--- config.mk ---
export PLATFORM = sky130hd
export DESIGN_NAME = bvw_front
export DESIGN_NICKNAME = d
export VERILOG_FILES = /design/src/hdl/bitmap_video_ram_writer_core_defines.svh /design/src/hdl/bvw_pkg.sv /design/src/hdl/bvw_front.sv
export SDC_FILE = /design/constraint.sdc
export NUM_CORES = 1
export LEC_CHECK = 0
export ABC_CLOCK_PERIOD_IN_PS = 3600
export BUFFER_PORTS_ARGS = -buffer_cell sky130_fd_sc_hd__buf_2
export CAP_MARGIN = 10
export CORE_MARGIN = 2
export CORE_UTILIZATION = 56
export CTS_CLUSTER_DIAMETER = 40
export DETAILED_ROUTE_END_ITERATION = 8
export PLACE_DENSITY = 0.84
export SYNTH_ARGS = -nofsm -noshare
export SYNTH_HDL_FRONTEND = slang
export SYNTH_SLANG_ARGS = --single-unit
--- constraint.sdc ---
create_clock -name clk -period 3.6 [get_ports clk]
set_input_delay 0.36 -clock clk [delete_from_list [all_inputs] [get_ports clk]]
set_output_delay 0.36 -clock clk [all_outputs]
set_load 0.05 [all_outputs]
--- src/hdl/bitmap_video_ram_writer_core_defines.svh ---
// Assertion macros for the top-level core, which checks itself.
// They expect clk and arst_n in scope.
`ifndef BITMAP_VIDEO_RAM_WRITER_CORE_DEFINES_SVH
`define BITMAP_VIDEO_RAM_WRITER_CORE_DEFINES_SVH

// same-cycle implication
`define BVW_ASSERT_IMP(lbl, ante, cons, msg) \
	lbl: assert property (@(posedge clk) disable iff (!arst_n) (ante) |-> (cons)) \
		else $error(msg);

// next-cycle implication
`define BVW_ASSERT_NXT(lbl, ante, cons, msg) \
	lbl: assert property (@(posedge clk) disable iff (!arst_n) (ante) |=> (cons)) \
		else $error(msg);

`endif

--- src/hdl/bvw_pkg.sv ---
package bvw_pkg;

	localparam int ADDR_BITS   = 16;
	localparam int STORE_DEPTH = 1 << ADDR_BITS;
	localparam int PIX_BITS    = 3;
	localparam int MAX_PIX     = 8;

	localparam logic [ADDR_BITS-1:0] BOTTOM_AREA = 16'hF800;
	// rows above this one show only color bits 2:1
	localparam logic [7:0] MASK_ROWS = 8'(231 - 32);

	typedef logic [ADDR_BITS-1:0] addr_t;
	typedef logic [PIX_BITS-1:0]  pix_t;

	typedef enum logic [1:0] {
		CMD_READ  = 2'd0,
		CMD_BYTE  = 2'd1,
		CMD_QUAD  = 2'd2,
		CMD_THIRD = 2'd3
	} cmd_t;

	typedef enum logic [2:0] {
		REG_SWAP_AXES = 3'd0,
		REG_MIRROR_X  = 3'd1,
		REG_MIRROR_Y  = 3'd2,
		REG_COCKTAIL  = 3'd3,
		REG_WIDTH_M1  = 3'd4,
		REG_HEIGHT_M1 = 3'd5
	} reg_idx_t;

	// one queued command, already broken down into pixels
	typedef struct packed {
		cmd_t         cmd;
		addr_t        base;
		logic [2:0]   cnt_m1;
		logic [7:0]   data;
		logic [7:0]   vis;
		logic [2:0]   last_idx;
	} op_t;

	typedef struct packed {
		logic       swap;
		logic       flip_x;
		logic       flip_y;
		logic [7:0] w_m1;
		logic [7:0] h_m1;
	} cfg_t;

	typedef struct packed {
		logic       is_pixel;
		logic [7:0] read_data;
		logic [7:0] x;
		logic [7:0] y;
		pix_t       color;
		logic       last;
	} result_t;

	typedef struct packed {
		logic clr_busy;
	} back_status_t;

	typedef struct packed {
		logic q_empty;
	} front_status_t;

endpackage

--- src/hdl/bvw_front.sv ---
module bvw_front #(
	parameter int TOP_SKIP_ROWS = 25
) (
	input  logic                           clk,
	input  logic                           arst_n,
	input  logic                           in_valid,
	output logic                           in_ready,
	input  logic [1:0]                     cmd,
	input  logic [bvw_pkg::ADDR_BITS-1:0]  address,
	input  logic [7:0]                     data,
	input  logic                           busy,
	input  logic                           pop,
	output logic                           head_valid,
	output bvw_pkg::op_t                   head,
	output bvw_pkg::front_status_t         status
);

	import bvw_pkg::*;

	localparam logic [7:0] SKIP_ROW = 8'(TOP_SKIP_ROWS);

	cmd_t       cmd_c;
	op_t        op_c;
	addr_t      am1;
	addr_t      pa;
	logic       push;
	op_t        q_mem [2];
	logic       wr_ptr_q;
	logic       rd_ptr_q;
	logic [1:0] cnt_q;

	assign am1 = address - addr_t'(1);

	always_comb begin
		cmd_c = cmd_t'(cmd);
		op_c = '0;
		op_c.cmd = cmd_c;
		op_c.data = data;
		case (cmd_c)
			CMD_QUAD: begin
				op_c.base = {address[ADDR_BITS-3:0], 2'b00};
				op_c.cnt_m1 = 3'd3;
			end
			CMD_THIRD: begin
				op_c.base = {am1[ADDR_BITS-3:0], 2'b00} + BOTTOM_AREA;
				op_c.cnt_m1 = 3'd7;
			end
			default: begin
				op_c.base = address;
				op_c.cnt_m1 = 3'd0;
			end
		endcase
		// a run of eight can straddle a row boundary, so look at each pixel
		pa = op_c.base;
		for (int i = 0; i < MAX_PIX; i++) begin
			pa = op_c.base + addr_t'(i);
			op_c.vis[i] = pa[ADDR_BITS-1 -: 8] >= SKIP_ROW;
			if (3'(i) <= op_c.cnt_m1 && op_c.vis[i])
				op_c.last_idx = 3'(i);
		end
	end

	assign in_ready = !busy && (cnt_q != 2'd2);
	assign push = in_valid && in_ready;

	always_ff @(posedge clk or negedge arst_n) begin
		if (!arst_n) begin
			wr_ptr_q <= 1'b0;
			rd_ptr_q <= 1'b0;
			cnt_q <= 2'd0;
		end else begin
			if (push)
				wr_ptr_q <= !wr_ptr_q;
			if (pop)
				rd_ptr_q <= !rd_ptr_q;
			cnt_q <= cnt_q + 2'(push) - 2'(pop);
		end
	end

	always_ff @(posedge clk) begin
		if (push)
			q_mem[wr_ptr_q] <= op_c;
	end

	assign head_valid = cnt_q != 2'd0;
	assign head = q_mem[rd_ptr_q];
	assign status.q_empty = cnt_q == 2'd0;

endmodule

==> results.cfg <==
[synth]
synth_top_family_by_area = simple AND/OR/NAND/NOR gates
synth_adder_area_share = 0.01148
syn_nets = 392
synth-edff-count = 78
synth_top_cells_by_count = edfxtp_1, mux2_2, nor2_1
synth_top_area_frac = 0.5375
synthCells = 357
synth_warnings = 0
synth-compound-area-share = 0.1065
synth_most_common_cell = edfxtp_1
synth-simple-area-share = 0.1398
syn_area_um2 = 4358
ys.flop_type = edfxtp_1
synth.area.mux_share = 0.1206
avgSynthCellArea_um2 = 12.21
synthTopCellsByArea = edfxtp_1, mux2_2, nor2_1
ys_seq_elements = 82
yosysSeqAreaShare = 0.5604
synth_area_leader_cell = edfxtp_1
synthArstFlopShare = 0.04878
synthXorXnorAreaFrac = 0.02211
post_synth_num_cell_types = 63

[sta]
fin_crit_ns = 3.388
clock_skew_ns = 0.004839
tightest_slew_ns = 0.9348
slew_headroom = 0.3768
fmax_mhz = 295.1
hold_viol_final = 0
setup_tns_ns = 0
fin_crit_sh = 0.9412
setup_viol = 0
slew_viol_final = 0
fin_ws_ns = 0.2118
rsz0062_at_grt = false

[layout]
fin_nets = 485
syn_to_final_growth_pct = 19.87
drive_above_1_share = 0.4044
diodes = 0
fill_cells = 561
fin_util = 0.6831

[worst_setup_path]
path_buf_inv = 3
startpoint_type = input port
end_kind = flop
cp_common_cell = or4_4
worstPathArrival_ns = 3.49
r2r_start = cnt_q[1]$_DFF_PN0_
path_cells = buf_2 > or4_4 > or4_4 > xor2_1 > ha_2 > inv_1 > a41oi_1 > o21ai_1 > mux2_4 > and2_4 > inv_4 > or4_4 > o2bb2ai_4 > a22o_1
path_delay_family = simple AND/OR/NAND/NOR gates
worstSetupPathType = input port to flop
timing.rr.end = q_mem[0][20]$_DFFE_PP_
required_ns = 3.70
r2r_slack_ns = 1.56
critPathMaxFanout = 5
slowest_stage = or4_4
worst_path_largest_cell_delay_ns = 0.52
ff2ff_path_depth = 4

[worst_hold_path]
min_to = q_mem[0][16]$_DFFE_PP_
holdCritPathClass = input port to flop
min_path_cells = 1
hp-start = data[5]

[clock_network]
htreeDepth = 3
cts_inserted_buffers = 9
clock_latency_ns = 0.35
clock-sinks = 82
clockRootBuffer = clkbuf_8
cts_tree = yes
post-cts-setup-buffer-count = 0
cts_buffer_depth = 2
clk_pin_slew_ns = 0.08

[status]
status = finished, final reports clean

[route]
routed.top_layer = met4
vias_per_cell = 5.935
m1WireLength_um = 4104
wl_met2_um = 4780
first_iter_violations = 248
drt-pass1-iter-count = 8
avgRoutedWirePerCell_um = 17.41
wl_met3_um = 641
drcViolationCount = 0
detail-route-antenna-nets = 0
vias = 3306
wl_um = 9697

[global_routing]
first_global_vias = 3200
grt_pass1_wl_um = 15590
antenna_found_initial = 0
grt_start_max_net_pins = 41
groute.usage.overall = 0.2368
grt_overflow = 0

[floorplan]
rows = 32
die_area_um2 = 8504
initial_core_util = 0.5699
chipWidth_um = 92.22
die_y_um = 92.22
io_pins = 74
core_area_um2 = 7647

[placed_design]
port_buffers = 73
gp_congestion = 0.9414
place_ws_ns = -0.1140
dpl.hpwl_um = 6884

[power_and_ir_drop]
powerDensity_nw_per_um2 = 631.2
fin_total_pwr_mw = 3.297
ir_worst_vdd_mv = 0.2510
leakagePower_nw = 1.974

[job]
cap_violations = 0
-- sequential cells by signal, indices dropped and copies added, names as in the netlist --
signal,flops
wr_ptr_q,1
rd_ptr_q,1
q_mem,78
cnt_q,2
-- per-stage QoR --
stage               hold slack [ns]  instance area, µm²  cells
CTS                          0.1771                5224    557
floorplan                   0.06441                4418    357
finish                       0.2000                5224    557
global placement             0.1665                5042    540
global route                 0.1760                5224    557
detailed placement           0.1717                5042    540
-- report_power, final --
| group | total [mW] | switching, mW | internal, mW | leakage (nW) |
|---|---|---|---|---|
| clock | 0.585 | 0.320 | 0.266 | 0.0851 |
| sequential | 1.24 | 0.0385 | 1.20 | 0.748 |
| combinational | 1.47 | 1.04 | 0.431 | 1.14 |
-- cells by family (layout without fill, tap and decap cells) --
kind of cell | count (synthesis) | count (layout)
mux | 47 | 47
buf+inv | 40 | 138
xor+xnor | 11 | 11
fa+ha+maj | 4 | 4
compound gates | 63 | 63
flops | 82 | 82
simple gates | 110 | 110
-- how the worst max path moves through the flow --
stage	startpoint	end	slack (ns)	cells after the start
after floorplan	address[0]	q_mem[0][0]$_DFFE_PP_	-0.09	14
after global placement	address[2]	q_mem[0][1]$_DFFE_PP_	-0.08	14
after detailed placement	address[2]	q_mem[0][0]$_DFFE_PP_	-0.11	14
after CTS	address[2]	q_mem[0][0]$_DFFE_PP_	0.26	13
after global routing	address[2]	q_mem[0][0]$_DFFE_PP_	0.04	13
final	address[2]	q_mem[0][0]$_DFFE_PP_	0.21	14
-- layout by cell type, fill, tap and decap left out, drive strengths merged, types with 4 or more instances in the layout --
| master | instances |
|---|---|
| o311ai | 5 |
| clkbuf | 11 |
| or2 | 6 |
| xnor2 | 8 |
| mux2 | 41 |
| a21o | 4 |
| ha | 4 |
| nor3 | 10 |
| edfxtp | 78 |
| nand4 | 8 |
| o21ai | 6 |
| o22ai | 4 |
| inv | 16 |
| mux2i | 6 |
| nor2 | 30 |
| a21oi | 11 |
| nand2 | 17 |
| dfrtp | 4 |
| nor4 | 7 |
| or3 | 5 |
| buf | 105 |
| a31oi | 6 |
| and2 | 4 |
| o31a | 5 |
| or4 | 6 |
| nand2b | 4 |
-- final cells by class --
cell class                 count  area [µm²]  share of cell area
multi-input combinational    235        1804              0.3454
tap                          102       127.6             0.02443
sequential                    82        2442              0.4675
clock inverter                 5       30.03            0.005749
inverter                      16       62.56             0.01198
clock buffer                  11       141.4             0.02707
timing repair buffer         106       615.6              0.1178
-- per-layer routing --
| layer | vias to the layer above | GRT usage |
|---|---|---|
| li1 | 1550 | - |
| met1 | 1595 | 0.3047 |
| met2 | 146 | 0.3989 |
| met3 | 15 | 0.04601 |
| met4 | 0 | 0.08955 |
| met5 | - | 0 |
-- what timing repair did --
action / CTS / global route
endpoints found under the hold margin: 4 / 0
hold buffers: 1 / 0
resized for setup: 0 / 0
(Power assumes the default switching activity.)
